==> src/magnetometer_sample_correction_macros.svh <==
// Assertion macros used by the magnetometer sample correction top level
`ifndef MAGNETOMETER_SAMPLE_CORRECTION_MACROS_SVH
`define MAGNETOMETER_SAMPLE_CORRECTION_MACROS_SVH

// Same-cycle implication, sampled on clk, disabled while rst is high
`define MSC_ASSERT_IMPLIES(label, ante, cons, msg) \
  label: assert property (@(posedge clk) disable iff (rst) (ante) |-> (cons)) \
    else $error(msg);

// Next-cycle implication, sampled on clk, disabled while rst is high
`define MSC_ASSERT_NEXT(label, ante, cons, msg) \
  label: assert property (@(posedge clk) disable iff (rst) (ante) |=> (cons)) \
    else $error(msg);

`endif

==> src/mscor_pkg.sv <==
// Types and constants for the magnetometer sample correction block
package mscor_pkg;

  localparam int RAW_W   = 16;
  localparam int FIELD_W = 24;
  localparam int SENS_W  = 20;  // sensitivity-corrected axis, 1/16 uT
  localparam int P1_W    = 25;  // raw * (asa + 128)
  localparam int P2_W    = 38;  // raw * (asa + 128) * 9824
  localparam int COEF_W  = 16;
  localparam int BIAS_W  = 16;
  localparam int PROD_W  = COEF_W + SENS_W;
  localparam int ACC_W   = PROD_W + 2;

  localparam int APB_ADDR_W = 6;
  localparam int APB_DATA_W = 64;

  localparam int SHIFT_16BIT = 20;
  localparam int SHIFT_14BIT = 18;

  localparam logic signed [14:0] FS_NUM     = 15'sd9824;
  localparam logic [8:0]         ASA_OFFSET = 9'd128;

  localparam logic signed [P2_W-1:0] HALF_16BIT = P2_W'(1) <<< (SHIFT_16BIT - 1);
  localparam logic signed [P2_W-1:0] HALF_14BIT = P2_W'(1) <<< (SHIFT_14BIT - 1);

  localparam logic signed [FIELD_W-1:0] OUT_MAX = 24'sh7FFFFF;
  localparam logic signed [FIELD_W-1:0] OUT_MIN = 24'sh800000;

  typedef enum logic [2:0] {
    REG_SIXTEEN_BIT  = 3'd0,
    REG_SENS_ADJUST  = 3'd1,
    REG_NAV_ENU      = 3'd2,
    REG_APPLY_CORR   = 3'd3,
    REG_SCALE_DIAG   = 3'd4,
    REG_MISALIGN_1ST = 3'd5,
    REG_MISALIGN_2ND = 3'd6,
    REG_BIAS_XYZ     = 3'd7
  } reg_index_t;

  typedef struct packed {
    logic signed [RAW_W-1:0] raw_x;
    logic signed [RAW_W-1:0] raw_y;
    logic signed [RAW_W-1:0] raw_z;
  } sample_t;

  typedef struct packed {
    logic signed [FIELD_W-1:0] field_x;
    logic signed [FIELD_W-1:0] field_y;
    logic signed [FIELD_W-1:0] field_z;
  } field_t;

  typedef struct packed {
    logic signed [SENS_W-1:0] x;
    logic signed [SENS_W-1:0] y;
    logic signed [SENS_W-1:0] z;
  } sens_t;

  typedef struct packed {
    logic        sixteen_bit_output;
    logic [23:0] sens_adjust;
    logic        nav_enu;
    logic        apply_correction;
    logic [47:0] scale_diag;
    logic [47:0] misalign_first;
    logic [47:0] misalign_second;
    logic [47:0] bias_xyz;
  } cfg_t;

endpackage

==> src/mscor_regs.sv <==
// APB configuration register file
module mscor_regs import mscor_pkg::*; (
  input  logic                  clk,
  input  logic                  rst,
  input  logic                  psel,
  input  logic                  penable,
  input  logic                  pwrite,
  input  logic [APB_ADDR_W-1:0] paddr,
  input  logic [APB_DATA_W-1:0] pwdata,
  output logic [APB_DATA_W-1:0] prdata,
  output cfg_t                  cfg
);

  reg_index_t index;
  logic       wr_en;

  assign index = reg_index_t'(paddr[APB_ADDR_W-1:3]);
  assign wr_en = psel && penable && pwrite;

  always_ff @(posedge clk) begin
    if (rst) begin
      cfg.sixteen_bit_output <= 1'b1;
      cfg.sens_adjust        <= 24'h808080;
      cfg.nav_enu            <= 1'b0;
      cfg.apply_correction   <= 1'b0;
      cfg.scale_diag         <= 48'h4000_4000_4000;
      cfg.misalign_first     <= '0;
      cfg.misalign_second    <= '0;
      cfg.bias_xyz           <= '0;
    end else if (wr_en) begin
      case (index)
        REG_SIXTEEN_BIT:  cfg.sixteen_bit_output <= pwdata[0];
        REG_SENS_ADJUST:  cfg.sens_adjust        <= pwdata[23:0];
        REG_NAV_ENU:      cfg.nav_enu            <= pwdata[0];
        REG_APPLY_CORR:   cfg.apply_correction   <= pwdata[0];
        REG_SCALE_DIAG:   cfg.scale_diag         <= pwdata[47:0];
        REG_MISALIGN_1ST: cfg.misalign_first     <= pwdata[47:0];
        REG_MISALIGN_2ND: cfg.misalign_second    <= pwdata[47:0];
        REG_BIAS_XYZ:     cfg.bias_xyz           <= pwdata[47:0];
        default: ;
      endcase
    end
  end

  always_comb begin
    case (index)
      REG_SIXTEEN_BIT:  prdata = APB_DATA_W'(cfg.sixteen_bit_output);
      REG_SENS_ADJUST:  prdata = APB_DATA_W'(cfg.sens_adjust);
      REG_NAV_ENU:      prdata = APB_DATA_W'(cfg.nav_enu);
      REG_APPLY_CORR:   prdata = APB_DATA_W'(cfg.apply_correction);
      REG_SCALE_DIAG:   prdata = APB_DATA_W'(cfg.scale_diag);
      REG_MISALIGN_1ST: prdata = APB_DATA_W'(cfg.misalign_first);
      REG_MISALIGN_2ND: prdata = APB_DATA_W'(cfg.misalign_second);
      REG_BIAS_XYZ:     prdata = APB_DATA_W'(cfg.bias_xyz);
      default:          prdata = '0;
    endcase
  end

endmodule

==> config.mk <==
export PLATFORM = sky130hd
export DESIGN_NAME = mscor_regs
export DESIGN_NICKNAME = d
export VERILOG_FILES = /design/src/magnetometer_sample_correction_macros.svh /design/src/mscor_pkg.sv /design/src/mscor_regs.sv
export SDC_FILE = /design/constraint.sdc
export NUM_CORES = 1
export LEC_CHECK = 0
export ABC_AREA = 1
export BUFFER_PORTS_ARGS = -buffer_cell sky130_fd_sc_hd__buf_2
export CAP_MARGIN = 20
export CORE_ASPECT_RATIO = 1.5
export CORE_MARGIN = 2
export CORE_UTILIZATION = 35
export CTS_CLUSTER_SIZE = 25
export DETAILED_ROUTE_END_ITERATION = 6
export HOLD_SLACK_MARGIN = 0.15
export PLACE_DENSITY_LB_ADDON = 0.1
export SLEW_MARGIN = 10
export SYNTH_ARGS = -nofsm -noshare
export SYNTH_HDL_FRONTEND = slang
export SYNTH_SLANG_ARGS = --single-unit
==> constraint.sdc <==
create_clock -name clk -period 2.7 [get_ports clk]
set_input_delay 0.54 -clock clk [delete_from_list [all_inputs] [get_ports clk]]
set_output_delay 0.54 -clock clk [all_outputs]
set_load 0.02 [all_outputs]
# Word-level counts from Yosys, hierarchy flattened
# Cells that the tools add are included.
[totals]
reg_bits = 219
input_bits = 75
output_inout_bits = 283
word_cells = 27
[classes]
eq_ne = 7
mux = 1
n_reduce_logical = 11
[ops]
columns = ["operator", "count"]
rows = [
  ["64-bit case mux with 8 select lines", 1],
  ["2-bit AND reduction", 8],
  ["3-bit equality test (second input constant)", 4],
  ["3-bit by 2-bit equality test with 1-bit output (second input constant)", 2],
  ["3-bit by 1-bit equality test with 1-bit output (second input constant)", 1],
  ["3-bit zero test", 1],
  ["1-bit logical AND", 2],
]

# Depth between registers and ports, before layout
[logic_depth]
depth_word = 3
mapped_depth = 9
depth_no_buf = 7

# Worst setup path before layout
# No wires, ideal clock.
[synth_path]
path_kind = "input to output"
from = "in paddr[5]"
to = "out prdata[27]"
arrival_ns = 1.600
t_required_ns = 2.160
setup_slack_ns = 0.560
path_stages = 7
n_path_buf = 3
path_cell_list = "buf_2 > inv_1 > nor2_1 > buf_2 > buf_2 > nand2_1 > nand4_1"
[synth_between]
elab_chain_len = 2
elab_cells_between_ends = 9
classes_between = "eq/ne: 7; mux: 1; reduce/logical: 1"
[synth_lines]
columns = ["item", "line_no", "rtl"]
rows = [
  ["start, declared", "mscor_regs.sv:8", "input logic [APB_ADDR_W-1:0] paddr,"],
  ["3-bit equality test (tied with other cells)", "mscor_regs.sv:46", "case (index)"],
  ["64-bit case mux with 8 select lines (*)", "mscor_regs.sv:46", ""],
  ["end, declared", "mscor_regs.sv:10", "output logic [APB_DATA_W-1:0] prdata,"],
]
# Every way passes the cells marked *; elsewhere a longest branch is shown, timed or not. The select of a mux whose other input is x is not followed.

# Worst setup path in the final report
[layout_path]
from = "in paddr[3]"
to = "out prdata[7]"
# The elaborated chain is that of the path after synthesis.

==> impl_metrics.json <==
{
  "syn_inst": 1384,
  "synth_edf_count": 0,
  "maxSlewViolCount": 0,
  "placementRows": 74,
  "seq_area_frac_synth_pct": 45.5,
  "postSynth.asyncResetShare_pct": 0,
  "path_clk_slew_ps": 70,
  "io-pin-count": 358,
  "yosysMostFrequentCell": "nor2_1",
  "fin_skew_ps": 0,
  "place_area_um2": 11600,
  "max_freq_mhz": 406,
  "grt_antenna_before_repair": 2,
  "regMostFlops": "cfg",
  "synth_top_area_share_pct": 45.5,
  "regToRegSetupSlack_ps": 2020,
  "whs_path_depth": 3,
  "instances_no_fill": 2017,
  "min_to": "cfg[190]",
  "wirelength_um": 39000,
  "ctsResizeCount": 0,
  "slowest_delay_ps": 410,
  "via_per_inst": 5.23,
  "rsz0062_at_grt": "false",
  "worst_r2r_path_depth": 2,
  "ant_nets": 0,
  "power_per_cell_area_nw_per_um2": 575,
  "cts_tree": "built",
  "synthToLayoutAreaGrowth_pct": 27.7,
  "grt_start_max_net_pins": 49,
  "leakage_nw": 6.05,
  "r2r-end": "cfg[67]",
  "min_period_ps": 2460,
  "gp_congestion": 0.850,
  "crit_chain": "buf_2 > buf_4 > nand3_2 > nor2_1 > nor2_1 > nand4_1 > buf_2",
  "crit_path_top_delay_cell": "nand3_2",
  "die_y_um": 207,
  "cts_buffer_depth": 3,
  "die_w_um": 139,
  "nets": 1733,
  "cts-root-buf": "clkbuf_16",
  "drtPass1Iterations": 5,
  "largest_register_ffs": 219,
  "cts_setup_buffers": 0,
  "synth_ff_type": "dfxtp_1",
  "setup_violations": 0,
  "port_buffers": 322,
  "drive_gt1_share_pct": 25.2,
  "first_global_vias": 9935,
  "place_inst": 1975,
  "syn_area_um2": 9630,
  "synth_commonest_cells": "nor2_1 (376), dfxtp_1 (219), o21ai_0 (188)",
  "cts.sinks": 219,
  "min_from": "pwdata[46]",
  "grt_remaining_overflow": 0,
  "grt_util_all_layers_pct": 26.0,
  "drc": 0,
  "yosys.area.top_type": "dfxtp_1",
  "cp_max_fo": 13,
  "grt_first_pass_wirelength_um": 60100,
  "synth_cell_types": 21,
  "yosys_warnings": 0,
  "syn_avg_cell_area_um2": 6.96,
  "min_period_over_period_pct": 91.3,
  "stdcell_area_um2": 12300,
  "cts_made_buffers": 23,
  "core_area_um2": 27100,
  "dpl.hpwl_um": 25300,
  "fin_setup_tns_ps": 0,
  "relSlewSlack_pct": 56.8,
  "yosys-top-cells-area": "dfxtp_1 (46%), nor2_1 (15%), o21ai_0 (9.8%)",
  "clk_latency_ps": 510,
  "finalCoreUtilization_pct": 45.3,
  "reg_top3": "cfg x219",
  "avgRoutedWirePerCell_um": 19.4,
  "end_kind": "output pin",
  "drv_cap": 0,
  "h-tree-depth": 1,
  "status": "finished clean",
  "r2r_start": "cfg[67]",
  "vias": 10551,
  "die-area_um2": 28900,
  "first_iter_violations": 703,
  "critPathLaunchType": "input port",
  "finalHoldViolCount": 0,
  "hold_buffers": 0,
  "whs_ps": 294,
  "start_util_pct": 35.5,
  "synth_seq_cells": 219,
  "crit_arrival_ps": 1920,
  "tightest_slew_ps": 649,
  "hold_path_class": "input port to flip-flop",
  "critical_path_class": "input port to output pin",
  "ir_drop_mv": 0.524,
  "worstPathRequired_ps": 2160,
  "fillers": 2848
}
-- logic make-up (layout without fill, tap and decap cells) --
kind of cell    after synthesis  count (layout)  synth area share, %
simple gates                760             760                 34.3
compound gates              226             226                 11.7
flops                       219             219                 45.5
buf+inv                     178             452                 8.36
other cells                   1              18               0.0390
-- worst max path at each step --
stage	startpoint	to	slack (ps)
floorplan	paddr[5]	prdata[27]	560
global route	paddr[3]	prdata[21]	120
finish	paddr[3]	prdata[7]	240
detailed placement	paddr[3]	prdata[7]	240
global placement	paddr[3]	prdata[7]	240
CTS	paddr[3]	prdata[7]	240
-- where the power goes --
group          internal, mW  switching [mW]
Sequential             3.27          0.0328
Clock                  1.84            1.34
Combinational         0.149           0.437
-- critical path: cells and delay by family --
family / cells / cell delay, ps
and+or+nand+nor: 4 / 740
buffers and inverters: 3 / 620
-- routing by layer --
layer / vias up / GRT usage, % / routed length [µm]
met4: 0 / 6.17 / 767
met3: 48 / 3.79 / 2630
met2: 416 / 46.5 / 19800
met5: - / 0 / 0
li1: 5131 / - / -
met1: 4956 / 32.9 / 15900
-- through the flow --
stage          total power, mW  worst slack [ps]
2_1_floorplan             3.69               560
3_3_place_gp              3.96               242
3_5_place_dp              3.96               243
4_1_cts                   7.14               238
5_1_grt                   7.29               120
6_report                  7.07               236
-- cell usage in the layout, fill, tap and decap left out, types with 3 or more instances in the layout --
| master | netlist | routed |
|---|---|---|
| buf_2 | 30 | 321 |
| buf_4 | 22 | 42 |
| nand3_1 | 14 | 13 |
| clkbuf_1 | 76 | 5 |
| nand4_1 | 108 | 108 |
| nor3_1 | 99 | 99 |
| buf_12 | 0 | 6 |
| dfxtp_1 | 219 | 219 |
| nor2_1 | 376 | 373 |
| o21ai_0 | 188 | 188 |
| clkinv_2 | 0 | 5 |
| nor2_4 | 1 | 5 |
| conb_1 | 1 | 16 |
| o21ai_1 | 38 | 38 |
| inv_2 | 4 | 6 |
| inv_1 | 39 | 36 |
| clkbuf_16 | 0 | 23 |
| nand2_1 | 157 | 157 |
| clkbuf_8 | 0 | 3 |
-- cell type report --
cell class | instances | area (µm²) | area share [%]
multi-input cells | 1002 | 4530 | 36.9
inverters | 43 | 164 | 1.33
repair buffers | 369 | 2040 | 16.6
clock buffers | 31 | 636 | 5.17
clock inverters | 9 | 101 | 0.824
diodes | 2 | 5.00 | 0.0407
well taps | 342 | 428 | 3.48
flip-flops and latches | 219 | 4380 | 35.7
No activity file was read; power rests on OpenSTA's default activity.
