File: src/magnetometer_sample_correction_macros.svh
// Assertion macros used by the magnetometer sample correction top level
`ifndef MAGNETOMETER_SAMPLE_CORRECTION_MACROS_SVH
`define MAGNETOMETER_SAMPLE_CORRECTION_MACROS_SVH

// Same-cycle implication, sampled on clk, disabled while rst is high
`define MSC_ASSERT_IMPLIES(label, ante, cons, msg) \
  label: assert property (@(posedge clk) disable iff (rst) (ante) |-> (cons)) \
    else $error(msg);

// Next-cycle implication, sampled on clk, disabled while rst is high
`define MSC_ASSERT_NEXT(label, ante, cons, msg) \
  label: assert property (@(posedge clk) disable iff (rst) (ante) |=> (cons)) \
    else $error(msg);

`endif

File: src/mscor_pkg.sv
// Types and constants for the magnetometer sample correction block
package mscor_pkg;

  localparam int RAW_W   = 16;
  localparam int FIELD_W = 24;
  localparam int SENS_W  = 20;  // sensitivity-corrected axis, 1/16 uT
  localparam int P1_W    = 25;  // raw * (asa + 128)
  localparam int P2_W    = 38;  // raw * (asa + 128) * 9824
  localparam int COEF_W  = 16;
  localparam int BIAS_W  = 16;
  localparam int PROD_W  = COEF_W + SENS_W;
  localparam int ACC_W   = PROD_W + 2;

  localparam int APB_ADDR_W = 6;
  localparam int APB_DATA_W = 64;

  localparam int SHIFT_16BIT = 20;
  localparam int SHIFT_14BIT = 18;

  localparam logic signed [14:0] FS_NUM     = 15'sd9824;
  localparam logic [8:0]         ASA_OFFSET = 9'd128;

  localparam logic signed [P2_W-1:0] HALF_16BIT = P2_W'(1) <<< (SHIFT_16BIT - 1);
  localparam logic signed [P2_W-1:0] HALF_14BIT = P2_W'(1) <<< (SHIFT_14BIT - 1);

  localparam logic signed [FIELD_W-1:0] OUT_MAX = 24'sh7FFFFF;
  localparam logic signed [FIELD_W-1:0] OUT_MIN = 24'sh800000;

  typedef enum logic [2:0] {
    REG_SIXTEEN_BIT  = 3'd0,
    REG_SENS_ADJUST  = 3'd1,
    REG_NAV_ENU      = 3'd2,
    REG_APPLY_CORR   = 3'd3,
    REG_SCALE_DIAG   = 3'd4,
    REG_MISALIGN_1ST = 3'd5,
    REG_MISALIGN_2ND = 3'd6,
    REG_BIAS_XYZ     = 3'd7
  } reg_index_t;

  typedef struct packed {
    logic signed [RAW_W-1:0] raw_x;
    logic signed [RAW_W-1:0] raw_y;
    logic signed [RAW_W-1:0] raw_z;
  } sample_t;

  typedef struct packed {
    logic signed [FIELD_W-1:0] field_x;
    logic signed [FIELD_W-1:0] field_y;
    logic signed [FIELD_W-1:0] field_z;
  } field_t;

  typedef struct packed {
    logic signed [SENS_W-1:0] x;
    logic signed [SENS_W-1:0] y;
    logic signed [SENS_W-1:0] z;
  } sens_t;

  typedef struct packed {
    logic        sixteen_bit_output;
    logic [23:0] sens_adjust;
    logic        nav_enu;
    logic        apply_correction;
    logic [47:0] scale_diag;
    logic [47:0] misalign_first;
    logic [47:0] misalign_second;
    logic [47:0] bias_xyz;
  } cfg_t;

endpackage

File: src/mscor_scale.sv
// Sensitivity scaling pipeline: fuse adjust, full-scale multiply, rounding, axis map
module mscor_scale import mscor_pkg::*; (
  input  logic    clk,
  input  logic    rst,
  input  cfg_t    cfg,
  input  logic    up_valid,
  output logic    up_ready,
  input  sample_t up_word,
  output logic    dn_valid,
  input  logic    dn_ready,
  output sens_t   dn_word
);

  logic signed [RAW_W-1:0]  raw [3];
  logic [7:0]               asa [3];
  logic signed [P1_W:0]     mul1 [3];
  logic signed [P1_W-1:0]   prod1 [3];
  logic signed [P2_W+1:0]   mul2 [3];
  logic signed [P2_W-1:0]   prod2 [3];
  logic signed [P2_W-1:0]   rsum [3];
  logic signed [SENS_W-1:0] sval [3];
  logic                     v1, v2, v3;
  logic                     r1, r2, r3;

  assign r3       = !v3 || dn_ready;
  assign r2       = !v2 || r3;
  assign r1       = !v1 || r2;
  assign up_ready = r1;
  assign dn_valid = v3;

  assign raw[0] = up_word.raw_x;
  assign raw[1] = up_word.raw_y;
  assign raw[2] = up_word.raw_z;
  assign asa[0] = cfg.sens_adjust[23:16];
  assign asa[1] = cfg.sens_adjust[15:8];
  assign asa[2] = cfg.sens_adjust[7:0];

  always_comb begin
    for (int i = 0; i < 3; i++) begin
      mul1[i] = raw[i] * $signed({1'b0, {1'b0, asa[i]} + ASA_OFFSET});
      mul2[i] = prod1[i] * FS_NUM;
      // ties away from zero: negative values take one less before the shift
      rsum[i] = prod2[i] + (cfg.sixteen_bit_output ? HALF_16BIT : HALF_14BIT)
                - P2_W'(prod2[i][P2_W-1]);
      if (cfg.sixteen_bit_output) begin
        sval[i] = SENS_W'(rsum[i] >>> SHIFT_16BIT);
      end else begin
        sval[i] = SENS_W'(rsum[i] >>> SHIFT_14BIT);
      end
    end
  end

  always_ff @(posedge clk) begin
    if (rst) begin
      v1 <= 1'b0;
      v2 <= 1'b0;
      v3 <= 1'b0;
    end else begin
      if (r1) v1 <= up_valid;
      if (r2) v2 <= v1;
      if (r3) v3 <= v2;
    end
  end

  always_ff @(posedge clk) begin
    if (r1 && up_valid) begin
      for (int i = 0; i < 3; i++) prod1[i] <= mul1[i][P1_W-1:0];
    end
    if (r2 && v1) begin
      for (int i = 0; i < 3; i++) prod2[i] <= mul2[i][P2_W-1:0];
    end
    if (r3 && v2) begin
      if (cfg.nav_enu) begin
        dn_word.x <= sval[1];
        dn_word.y <= sval[0];
        dn_word.z <= -sval[2];
      end else begin
        dn_word.x <= sval[0];
        dn_word.y <= sval[1];
        dn_word.z <= sval[2];
      end
    end
  end

endmodule

File: config.mk
export PLATFORM = sky130hd
export DESIGN_NAME = mscor_scale
export DESIGN_NICKNAME = d
export VERILOG_FILES = /design/src/magnetometer_sample_correction_macros.svh /design/src/mscor_pkg.sv /design/src/mscor_scale.sv
export SDC_FILE = /design/constraint.sdc
export NUM_CORES = 2
export LEC_CHECK = 0
export BUFFER_PORTS_ARGS = -buffer_cell sky130_fd_sc_hd__buf_4
export CAP_MARGIN = 15
export CORE_MARGIN = 2
export CORE_UTILIZATION = 50
export DETAILED_ROUTE_END_ITERATION = 10
export GPL_ROUTABILITY_DRIVEN = 0
export PLACE_DENSITY_LB_ADDON = 0.05
export SYNTH_ARGS = -nofsm -noshare
export SYNTH_HDL_FRONTEND = slang
export SYNTH_SLANG_ARGS = --single-unit
export TNS_END_PERCENT = 50
File: constraint.sdc
create_clock -name clk -period 10.52 [get_ports clk]
set_clock_uncertainty 0.05 [all_clocks]
set_input_delay 1.052 -clock clk [delete_from_list [all_inputs] [get_ports clk]]
set_output_delay 1.052 -clock clk [all_outputs]
set_load 0.005 [all_outputs]
* Word level (Yosys, flattened, before mapping)
Memories as Yosys holds them, arrays and structs flattened.
Index checks and enable logic that the tools add are counted.
W data, S select, Z words.
** Operators by class
- Add/sub/neg operators :: 10
- Multipliers :: 6
- Mux-type cells :: 9
- Reduce and logical (&&, ||, !) cells :: 9
** Operator list (number)
- $sub A38 B1 Y38 :: 3
- $mul A25 B10 Y33 const B :: 3
- $add A38 B38 Y38 :: 2
- $mul A16 B10 Y25 :: 3
- $mux W60 :: 1
- $mux W19 :: 3
- $add A38 B20 Y38 :: 1
- $add A8 B8 Y9 const B :: 3
- $mux W20 :: 1
- $neg A20 Y20 :: 1
- $mux W1 :: 4
- $logic_and A1 B1 Y1 :: 3
- $logic_not A1 Y1 :: 3
- $logic_or A1 B1 Y1 :: 3
** Word-level totals
- Bits in registers :: 63
- Memory bits (writable) :: 174
- Bits of input ports :: 271
- Output and inout bits :: 62
- Word-level logic and storage cells :: 42
- Memories kept :: 2
** Memory list
- prod2 :: words 3, bits a word 33, rd ports 3, clocked after memory_dff 0, write ports 3, RTL line mscor_scale.sv:19 : logic signed [P2_W-1:0] prod2 [3];
- prod1 :: words 3, bits a word 25, rd ports 3, clocked after memory_dff 0, write ports 3, RTL line mscor_scale.sv:17 : logic signed [P1_W-1:0] prod1 [3];

* Longest topological paths before layout
- Depth after elaboration :: 7
- Mapped depth :: 24
- Mapped depth without buffers :: 22

* Least setup slack after synthesis
Ideal clock, no wire load.
- Path type :: input-to-reg
- From :: in dn_ready
- To :: mem prod2[0][0] in the netlist's numbering (enable)
- Library setup time :: 708 ps
- Arrival :: 8316 ps
- Data required time :: 9762 ps
- Path slack :: 1446 ps
- Stages on the path :: 2
- Cells stage by stage :: nor2b_1 > a21boi_0
** RTL lines
- start, declared :: RTL line mscor_scale.sv:10 : input logic dn_ready,
- end, declared :: RTL line mscor_scale.sv:19

==> summary.md <==
| Metric | Value |
|---|---|
| Synth Area in Compound Gates | 10.63% |
| Post-synthesis cell count | 4,259 |
| Total number of vias | 27.87k |
| Later-pin clock latency in the skew report | 0.57 ns |
| # Max-Cap Violations | 0 |
| Dominant synthesized flop cell | edfxtp_1 |
| GR peak layer | met2 |
| Outcome | completed |
| CP Class | input pin to flip-flop |
| Critical path launch point type | input pin |
| H-tree depth | 1 |
| Synth Area in Simple Gates | 10.08% |
| CTS root buf | clkbuf_16 |
| Top delay family on crit path | adder cells |
| Syn_area_per_cell | 9.521 um^2 |
| # resized after CTS | 0 |
| DRC | 0 |
| Row count | 104 |
| CP arrival | 6.53 ns |
| IO Pins | 333 |
| First-pass GRT wire length | 139,200 um |
| Layout cells sized above 1 | around 6.3% |
| Vias in the first global route | around 28k |
| Maximum fanout along the worst path | 16 |
| Initial antenna violation count | 0 |
| Die Width | 288.8 um |
| Post-synth EDFFs | 234 |
| Area Growth Syn to Fin | 7.448% |
| Largest family of logic cells by synthesized area | adder cells |
| Buf+Inv Stages, Crit Path | 6 |
| WP data required | about 11 ns |
| CP peak stage delay | 0.55 ns |
| Worst path slowest cell | fa_1 |
| Setup crit end kind | flip-flop |
| Drt via density | 5.174 |
| Final setup vio count | 0 |
| Clock Sinks | 237 |
| Reg clk slew, reported paths | approximately 0.06 ns |
| Worst-path cell chain | buf_4 -> nand2_1 -> fa_1 -> inv_1 -> fa_1 -> inv_1 -> fa_1 -> inv_1 -> fa_1 -> inv_1 -> fa_1 -> inv_1 -> ha_1 -> nand2_1 -> o21ai_0 -> a211oi_1 -> o21ai_0 -> a31oi_1 -> nor2b_1 -> o21a_1 -> o41ai_1 -> xnor2_1 |
| Pins over their slew limit | 0 |
| Period minus WS final | 6.315 ns |
| Yosys cell types | 77 |
| Post-synthesis mux area share | between 2 and 3% |
| Max Fclk | 0.1583 GHz |
| DR iter-0 viols | roughly 1.2k |
| Post-DRT Antenna Nets | 0 |
| Die area | 83,400 um^2 |
| Post-CTS setup buffers | 0 |
| Core area | 80,420 um^2 |
| Slew headroom | between 40% and 50% |
| Grt total ovfl | 0 |
| GR Layer Usage met2 | between 30% and 40% |
| Mapped cell area | 40,550 um^2 |
| Total routed wirelength | 81,010 um |
| Reg2reg setup slack | 4.81 ns |
| GRT met3 Usage | 1.659% |
| Final HPWL DP | 68,040 um |
| Period utilization | 60.03% |
| Pin count of the biggest net entering global routing | 60 |
| Die Span Y | 288.8 um |
| DRT Pass-1 Iters | 5 |
| Met1 GRT Util | 30.36% |
| Xor/xnor share of the synthesized area | 5.227% |
| Hold Crit Class | flip-flop to flip-flop |
| Starting density of the core | between 50% and 60% |
| Yosys warning count | 0 |
| CTS buffer count | 28 |
| Clock Path Buffers | 3 |
| Tot GR Track Use | 20.12% |
| Port bufs | 139 |
| Sequential fraction of the synthesis area | between 15 and 20% |
| Setup_tns | 0 ns |
| Fillcell total | around 7.4k |
| Unrepaired setup endpoints after global routing | no |
| Tightest Pin Transition | ~0.87 ns |
| Async SR Flop Fraction | 0% |
| Avg WL per Cell | 15.04 um |
| Final #Nets | 5,692 |
| Final hold violation count | 0 |
| CTS tree | done |
| Adder-Cell Fraction of Synth Area | 44.24% |
| Flops & latches, synth | 237 |
| # hold bufs at CTS | 0 |
| ANT cells | 0 |
-- flip-flops by register name, summed over array words and instances (netlist names) --
register,flops
dn_valid,1
prod2,99
prod1,75
v1,1
dn_word,60
v2,1
-- layout make-up --
type                    count  area, um^2  area share, %
repair buffers            147        1104          2.533
flip-flops and latches    237        7087          16.26
inverters                 905        3397          7.796
well taps                1060        1326          3.044
clock buffers              31       733.2          1.683
clock inverters            21       319.1         0.7323
multi-input cells        2985       29610          67.95
-- per-stage QoR --
stage	worst slack, ns	std cells	util (%)	instance area, um^2	hold WS (ns)
finish	4.205	5386	54.18	43570	0.5202
global route	3.950	5386	54.18	43570	0.5707
CTS	4.303	5386	54.18	43570	0.5248
detailed placement	3.682	5334	52.87	42520	0.5163
global placement	3.753	5334	52.87	42520	0.5112
floorplan	1.446	4261	-	40560	0.4256
-- path summary, 6_finish.rpt --
path	start	endpoint	cells after the start
worst min-delay path	v1$_SDFFE_PP0N_	v2$_SDFFE_PP0P_	2
worst max register to register	prod1[0][10]$_DFFE_PP_	prod2[0][31]$_DFFE_PP_	20
worst min register to register	v1$_SDFFE_PP0N_	v2$_SDFFE_PP0P_	2
worst max-delay path	cfg[211]	prod1[0][20]$_DFFE_PP_	22
-- kinds of logic after synthesis --
family / count (synthesis)
AO/OA/AOI/OAI: 667
XOR/XNOR: 242
adder cells (fa/ha/maj): 1117
buffers and inverters: 1039
flip-flops: 237
multiplexers: 98
other: 1
AND/OR/NAND/NOR: 858
-- tightest hold or removal path, stage by stage, from the launching register on --
cell and delay (ns):
dfxtp_1 0.36, a21oi_1 0.13, nor2_1 0.04
-- metal layers --
metal / share of wire (%) / wire (um)
met5: 0 / 0
met4: 1.1 / 882
met3: 3.3 / 2644
met2: 43 / 35120
met1: 52 / 42360
-- Yosys cell counts, types with 46 or more instances --
cell	n	share of area, %
fa_1	528	26
a21o_1	98	1.8
ha_1	589	18
nand2_1	360	3.3
nor3_1	46	0.57
xor2_1	65	1.4
o21ai_0	122	1.5
nor2_1	128	1.2
a21oi_1	203	2.5
and2_1	120	1.9
inv_1	904	8.4
mux2_2	49	1.4
xnor2_1	177	3.8
clkbuf_1	126	1.2
edfxtp_1	234	17
nand3_1	50	0.62
-- cell usage in the layout (no fill, tap or decap), types with 46 or more instances in the layout --
| cell | count |
|---|---|
| o21ai_0 | 122 |
| fa_1 | 528 |
| nand2_1 | 360 |
| xnor2_1 | 177 |
| ha_1 | 589 |
| and2_1 | 120 |
| inv_1 | 903 |
| nand3_1 | 50 |
| a21o_1 | 98 |
| xor2_1 | 65 |
| a21oi_1 | 203 |
| edfxtp_1 | 234 |
| mux2_2 | 49 |
| buf_4 | 147 |
| nor3_1 | 46 |
| nor2_1 | 128 |
Power is not shown: default switching activity piles up to over one toggle a cycle in this logic, so the estimate is an artifact.
